--- src/rtl/lmpd_pkg.sv ---
`timescale 1ns / 1ps
package lmpd_pkg;

  localparam int FRAC_BITS_DEF  = 20;
  localparam int DIST_WIDTH_DEF = 24;
  localparam int VEL_W          = 24;
  localparam int PRES_W         = 32;
  localparam int PSUM_W         = 48;
  localparam int CFG_W          = 24;
  localparam int GLEN_W         = 13;
  localparam int XPOS_W         = 12;
  localparam int DIR_W          = 5;
  localparam int OUT_DATA_W     = 152;
  localparam int OUT_USER_W     = 2;

  localparam logic [DIR_W-1:0] DIR_LAST = 5'd18;

  localparam logic [CFG_W-1:0]  SOUND_SPEED_SQ_RST = 24'd349525;
  localparam logic [CFG_W-1:0]  REST_DENSITY_RST   = 24'd1048576;
  localparam logic [GLEN_W-1:0] GRID_LENGTH_X_RST  = 13'd64;

  localparam logic [1:0] REG_SOUND_SPEED_SQ = 2'd0;
  localparam logic [1:0] REG_REST_DENSITY   = 2'd1;
  localparam logic [1:0] REG_GRID_LENGTH_X  = 2'd2;

  localparam logic [18:0] MASK_XP = 19'h04C82;
  localparam logic [18:0] MASK_XM = 19'h03308;
  localparam logic [18:0] MASK_YP = 19'h18184;
  localparam logic [18:0] MASK_YM = 19'h60610;
  localparam logic [18:0] MASK_ZP = 19'h4E020;
  localparam logic [18:0] MASK_ZM = 19'h31840;

  typedef enum logic [3:0] {
    ST_ACC,
    ST_MUL,
    ST_PRES,
    ST_SUM,
    ST_DROP,
    ST_DINIT,
    ST_DSTEP,
    ST_DSTORE,
    ST_OUT
  } state_t;

  typedef struct packed {
    logic       accum;
    logic       close;
    logic       mul;
    logic       pres;
    logic       psum;
    logic       drop;
    logic       div_init;
    logic       div_step;
    logic       div_store;
    logic       load_out;
    logic [1:0] axis;
  } cmd_t;

  typedef struct packed {
    logic dir_ok;
    logic dir_last;
    logic skip_div;
    logic out_free;
  } sts_t;

  // 2'b01 adds, 2'b10 subtracts
  function automatic logic [1:0] axis_sign(input logic [DIR_W-1:0] dir,
                                           input logic [18:0] mp,
                                           input logic [18:0] mm);
    logic [1:0] s;
    s = 2'b00;
    if (dir <= DIR_LAST) begin
      s = {mm[dir], mp[dir]};
    end
    return s;
  endfunction

endpackage

--- src/rtl/lmpd_ctrl.sv ---
`timescale 1ns / 1ps
module lmpd_ctrl #(
  parameter int NUM_W = lmpd_pkg::DIST_WIDTH_DEF + 5 + lmpd_pkg::FRAC_BITS_DEF
) (
  input  logic          clk,
  input  logic          rst_n,
  input  logic          in_fire,
  input  lmpd_pkg::sts_t sts,
  output logic          in_ready,
  output lmpd_pkg::cmd_t cmd
);

  localparam int CW = $clog2(NUM_W + 1);

  lmpd_pkg::state_t state_r, state_nxt;
  logic [CW-1:0] cnt_r, cnt_nxt;
  logic [1:0]    axis_r, axis_nxt;

  always_ff @(posedge clk) begin
    if (!rst_n) begin
      state_r <= lmpd_pkg::ST_ACC;
      cnt_r   <= '0;
      axis_r  <= '0;
    end else begin
      state_r <= state_nxt;
      cnt_r   <= cnt_nxt;
      axis_r  <= axis_nxt;
    end
  end

  always_comb begin
    state_nxt = state_r;
    cnt_nxt   = cnt_r;
    axis_nxt  = axis_r;
    cmd       = '0;
    cmd.axis  = axis_r;
    in_ready  = 1'b0;
    case (state_r)
      lmpd_pkg::ST_ACC: begin
        in_ready  = 1'b1;
        cmd.accum = in_fire && sts.dir_ok;
        cmd.close = in_fire && sts.dir_last;
        if (cmd.close) begin
          state_nxt = lmpd_pkg::ST_MUL;
        end
      end
      lmpd_pkg::ST_MUL: begin
        cmd.mul   = 1'b1;
        state_nxt = lmpd_pkg::ST_PRES;
      end
      lmpd_pkg::ST_PRES: begin
        cmd.pres  = 1'b1;
        state_nxt = lmpd_pkg::ST_SUM;
      end
      lmpd_pkg::ST_SUM: begin
        cmd.psum  = 1'b1;
        state_nxt = lmpd_pkg::ST_DROP;
      end
      lmpd_pkg::ST_DROP: begin
        cmd.drop  = 1'b1;
        axis_nxt  = '0;
        state_nxt = sts.skip_div ? lmpd_pkg::ST_OUT : lmpd_pkg::ST_DINIT;
      end
      lmpd_pkg::ST_DINIT: begin
        cmd.div_init = 1'b1;
        cnt_nxt      = '0;
        state_nxt    = lmpd_pkg::ST_DSTEP;
      end
      lmpd_pkg::ST_DSTEP: begin
        cmd.div_step = 1'b1;
        cnt_nxt      = cnt_r + 1'b1;
        if (cnt_r == CW'(NUM_W - 1)) begin
          state_nxt = lmpd_pkg::ST_DSTORE;
        end
      end
      lmpd_pkg::ST_DSTORE: begin
        cmd.div_store = 1'b1;
        if (axis_r == 2'd2) begin
          state_nxt = lmpd_pkg::ST_OUT;
        end else begin
          axis_nxt  = axis_r + 1'b1;
          state_nxt = lmpd_pkg::ST_DINIT;
        end
      end
      lmpd_pkg::ST_OUT: begin
        if (sts.out_free) begin
          cmd.load_out = 1'b1;
          state_nxt    = lmpd_pkg::ST_ACC;
        end
      end
      default: state_nxt = lmpd_pkg::ST_ACC;
    endcase
  end

endmodule

--- config.mk ---
export PLATFORM = sky130hd
export DESIGN_NAME = lmpd_ctrl
export DESIGN_NICKNAME = d
export VERILOG_FILES = /design/src/rtl/lmpd_pkg.sv /design/src/rtl/lmpd_ctrl.sv
export SDC_FILE = /design/constraint.sdc
export NUM_CORES = 1
export LEC_CHECK = 0
export BUFFER_PORTS_ARGS = -buffer_cell sky130_fd_sc_hd__buf_2
export CORE_ASPECT_RATIO = 1.1
export CORE_MARGIN = 8
export CORE_UTILIZATION = 40
export CTS_BUF_LIST = sky130_fd_sc_hd__clkbuf_16
export DETAILED_ROUTE_END_ITERATION = 8
export PLACE_DENSITY_LB_ADDON = 0.3
export SYNTH_ARGS = -nofsm -noshare
export SYNTH_HDL_FRONTEND = slang
export SYNTH_SLANG_ARGS = --single-unit
--- constraint.sdc ---
create_clock -name clk -period 1.2 [get_ports clk]
set_input_delay 0 -clock clk [delete_from_list [all_inputs] [get_ports clk]]
set_output_delay 0 -clock clk [all_outputs]
set_load 0.02 [all_outputs]
# Yosys cells after proc, flatten, opt, wreduce, memory -nomap -nowiden
# Cells that the tools add are included.
# word_totals
register_bits,12
in_bits,7
word_cells,46
# classes
n_addsub,2
eq_ne,14
n_mux,20
n_reduce_logical,7
# ops
cell,count
$pmux 4 s9,1
$mux 4,5
$eq 4x3->1 const B,4
$pmux 6 s2,1
$mux 1,10
$eq 4x2->1 const B,2
$ne 2x2->1 const B,4
$add 6x1->6 const B,1
$eq 6x6->1 const B,1
$eq 4x1->1 const B,1
$eq 4x4->1 const B,1
$logic_not 4->1,1
$mux 2,2
$pmux 2 s2,1
$reduce_bool 2->1,2
$reduce_and 3->1,1
$add 2x1->2 const B,1
$eq 2x2->1 const B,1
$logic_and 1x1->1,2
$reduce_and 2->1,1

# Depth between registers and ports, before layout
# depth
ltp_word,3
depth_mapped,5
ltp_nobuf,5

# Worst setup path before layout
# No wires, ideal clock.
# synth_timing
path_kind,reg2reg
startpoint,reg state_r[2]
endpoint,reg state_r[0]
setup_ps,116
arrival_time_ps,1697
required_ps,1084
path_slack_ps,-614
stages_incl_launch_ff,5
path_cell_list,dfxtp_1 > buf_6 > nor4_1 > a221oi_1 > o211a_1
# synth_via
elab_chain_cells,3
elab_cells_between_ends,14
cone_classes,11 x eq/ne; 1 x mux; 2 x reduce/logical
# synth_rtl
element,line,source
"start, declared",lmpd_ctrl.sv:15,"lmpd_pkg::state_t state_r, state_nxt;"
"start signal, assigned",lmpd_ctrl.sv:21,state_r <= lmpd_pkg::ST_ACC;
"start signal, assigned",lmpd_ctrl.sv:25,state_r <= state_nxt;
"$eq 4x3->1, or another cell as far along",lmpd_ctrl.sv:38,case (state_r)
$ne 2x2->1 (no line),-,
$reduce_and 3->1 (no line),-,
# Several ways; a longest one is shown, not always the timed one.
# A chain may end at the register's enable or synchronous reset.

==> qor.csv <==
metric,value,unit
worst skew pair latency,240,ps
final setup violating endpoints,21,
Sinks on Clock Net,12,
Crit. End Element,output pin,
failing checks,negative setup slack,
status,"finished, violations left",
Cell Rows,16,
Fin. Hold Viols,0,
WL met3,83,um
dpl cells,138,
Post-Route WL,2730,um
setup TNS,-2010,ps
Area Growth Syn to Fin,101,%
most frequent cell after synthesis,dfxtp_1,
CTS tree,yes,
depth of the most critical reg-to-reg path,4,
footprint of the multi-input gates,662,um2
fmax,716,MHz
post-synth top area share,32.0,%
worst-margin pin slew,294,ps
register area,264,um2
hpwl dp,1480,um
DRT antenna net count,0,
PD cells,1440,nW/um2
DIE AREA,3520,um2
Post-Syn Nets,99,
Synth top cells by count,"dfxtp_1, a21oi_1, inv_1, nand2_1",
RSZ-0062 raised after global routing,yes,
proportion of layout cells with a drive suffix above 1,69.1,%
total grt overflow,0,
Pwr Total,2180,uW
Reg2Reg Setup Slack,-160,ps
starting density of the core,42.1,%
Die Ht,61.4,um
Area contributors post-synth,"dfxtp_1, a21oi_1, ha_1, nand2b_1, buf_6",
Metal-1 WL,1310,um
Max Cap Viol,0,
design area,1510,um2
Initial DRT Pass Iterations,4,
vias in the first global route,911,
final worst slack,-196,ps
min cycle time layout,1400,ps
Worst slew margin,80.1,%
synthesis warning total,0,
kind of critical path,reg -> out,
Post-synth top flop,dfxtp_1,
I/O Buffers,19,
Top Layer Used,met4,
critical path capture point,cmd[11],
fin crit share,116,%
H-tree depth,1,
root buffer cell,clkbuf_16,
antenna cells,0,
first-pass GRT wire length,4110,um
Tot GR Track Use,14.8,%
number of synthesized register bits,12,
vias per inst,5.64,
r2r endpoint,cnt_r[3]$_SDFFE_PN0P_,
starting DRC count in detailed routing,14,
Mapped Cells,89,
"Seq/Total Area, Yosys",32.0,%
VDD IR max,1.07,mV
Yosys top cell by area,dfxtp_1,
# IOs,20,
Clock Skew,4.11,ps
LEAKAGE,0.000611,uW
Critical Path Source,state_r[3]$_SDFFE_PN0P_,
Post-synth EDFFs,0,
CTS Buf Count,3,
Hold Crit Class,in -> reg,
Horiz. Die Dim,57.3,um
Critical Path Start Type,register,
r2r startpoint,state_r[3]$_SDFFE_PN0P_,
core area,1780,um2
routability congestion estimate,0.819,
Final Non-Filler Cells,157,
Crit path required time,1200,ps
Filler Cell Count,87,
clock-pin slew of the registers on the worst-case setup and hold paths,50,ps
# DRC,0,
largest net degree at the start of global routing,10,
via count,885,
share of flip-flops with an asynchronous set or reset,0,%
clk buf depth,2,
worst-path fanout max,4,
Netlist cell types,33,
Final Max Slew Viols,0,
Synth Area per Inst,8.44,um2
arrival time worst endpoint,1400,ps
Post-layout nets,151,
met2 WL,1330,um
post-detailed-route wirelength per cell,17.4,um
cell area after synthesis,751,um2
"Cell Area, Placed",1010,um2
antenna violations before repair,0,
-- what timing repair did --
item                       4_1_cts  5_1_grt
pin swaps                       12       12
resized for setup               44       37
setup endpoints to repair       20       22
gates cloned                     0        0
setup buffers                    8        9
hold buffers                     0        0
-- worst max-delay path, cell delays in order (launching register included) --
cell	delay, ps
dfxtp_4	350
buf_6	120
nor4_4	340
and3_4	240
buf_6	110
-- stage by stage --
stage               util, %  hold slack, ps  worst slack (ps)
floorplan                 -             117             -48.5
finish                 84.9            32.7              -196
global route           84.9            58.0              -238
CTS                    73.8            40.9              -145
global placement       57.0             284             -51.6
detailed placement     57.0             288              -122
-- area by class of cell --
class	count	area share (%)
well taps	18	1.49
clock buffers	3	4.96
multi-input cells	66	43.8
inverters	6	1.65
repair buffers	52	30.7
flip-flops and latches	12	17.5
-- sequential cells by signal (all words and copies together) (netlist names) --
name and flops:
state_r 4, axis_r 2, cnt_r 6
-- routing by layer --
metal,global-route usage [%],vias up
li1,-,438
met1,16.9,432
met2,26.2,13
met3,4.18,2
met4,5.00,0
met5,0,-
-- worst min-delay path by stage --
stage / startpoint / end / slack, ps / cells after the start
floorplan: rst_n / state_r[3]$_SDFFE_PN0P_ / 120 / 1
global placement: rst_n / state_r[3]$_SDFFE_PN0P_ / 280 / 2
detailed placement: rst_n / state_r[3]$_SDFFE_PN0P_ / 290 / 2
CTS: rst_n / state_r[3]$_SDFFE_PN0P_ / 40 / 2
global route: rst_n / state_r[3]$_SDFFE_PN0P_ / 60 / 2
finish: rst_n / state_r[3]$_SDFFE_PN0P_ / 30 / 2
-- kinds of logic after synthesis --
| logic type | count (synthesis) | synth area share, % |
|---|---|---|
| AOI/OAI and AO/OA | 20 | 18.3 |
| muxes | 2 | 2.67 |
| DFF | 12 | 32.0 |
| xor gates and xnor gates | 1 | 1.17 |
| and+or+nand+nor | 40 | 32.8 |
| buffers and inverters | 11 | 8.00 |
| adders and majority gates | 3 | 5.00 |
-- where the power goes --
part / internal [uW] / leakage, uW / switching (uW)
Combinational: 588 / 0.000472 / 500
Sequential: 433 / 0.000102 / 52.0
Clock: 435 / 0.0000370 / 177
Total: 1460 / 0.000611 / 729
-- placed cells by master (no fill, tap or decap), drive strengths merged, types with 2 or more instances in the layout --
cell | Yosys | routed
nor3 | 3 | 3
nand3 | 4 | 4
dfxtp | 12 | 12
ha | 3 | 3
mux2i | 2 | 2
nand2 | 6 | 6
a311oi | 2 | 2
nand3b | 2 | 2
o21ai | 2 | 2
clkbuf | 0 | 3
inv | 6 | 6
nand4b | 2 | 2
nor3b | 2 | 2
nor2 | 5 | 5
and3 | 2 | 2
o311ai | 2 | 2
or4 | 2 | 2
or3b | 2 | 2
a21oi | 8 | 8
nand2b | 5 | 5
buf | 5 | 52
No activity file was read; power rests on OpenSTA's default activity.
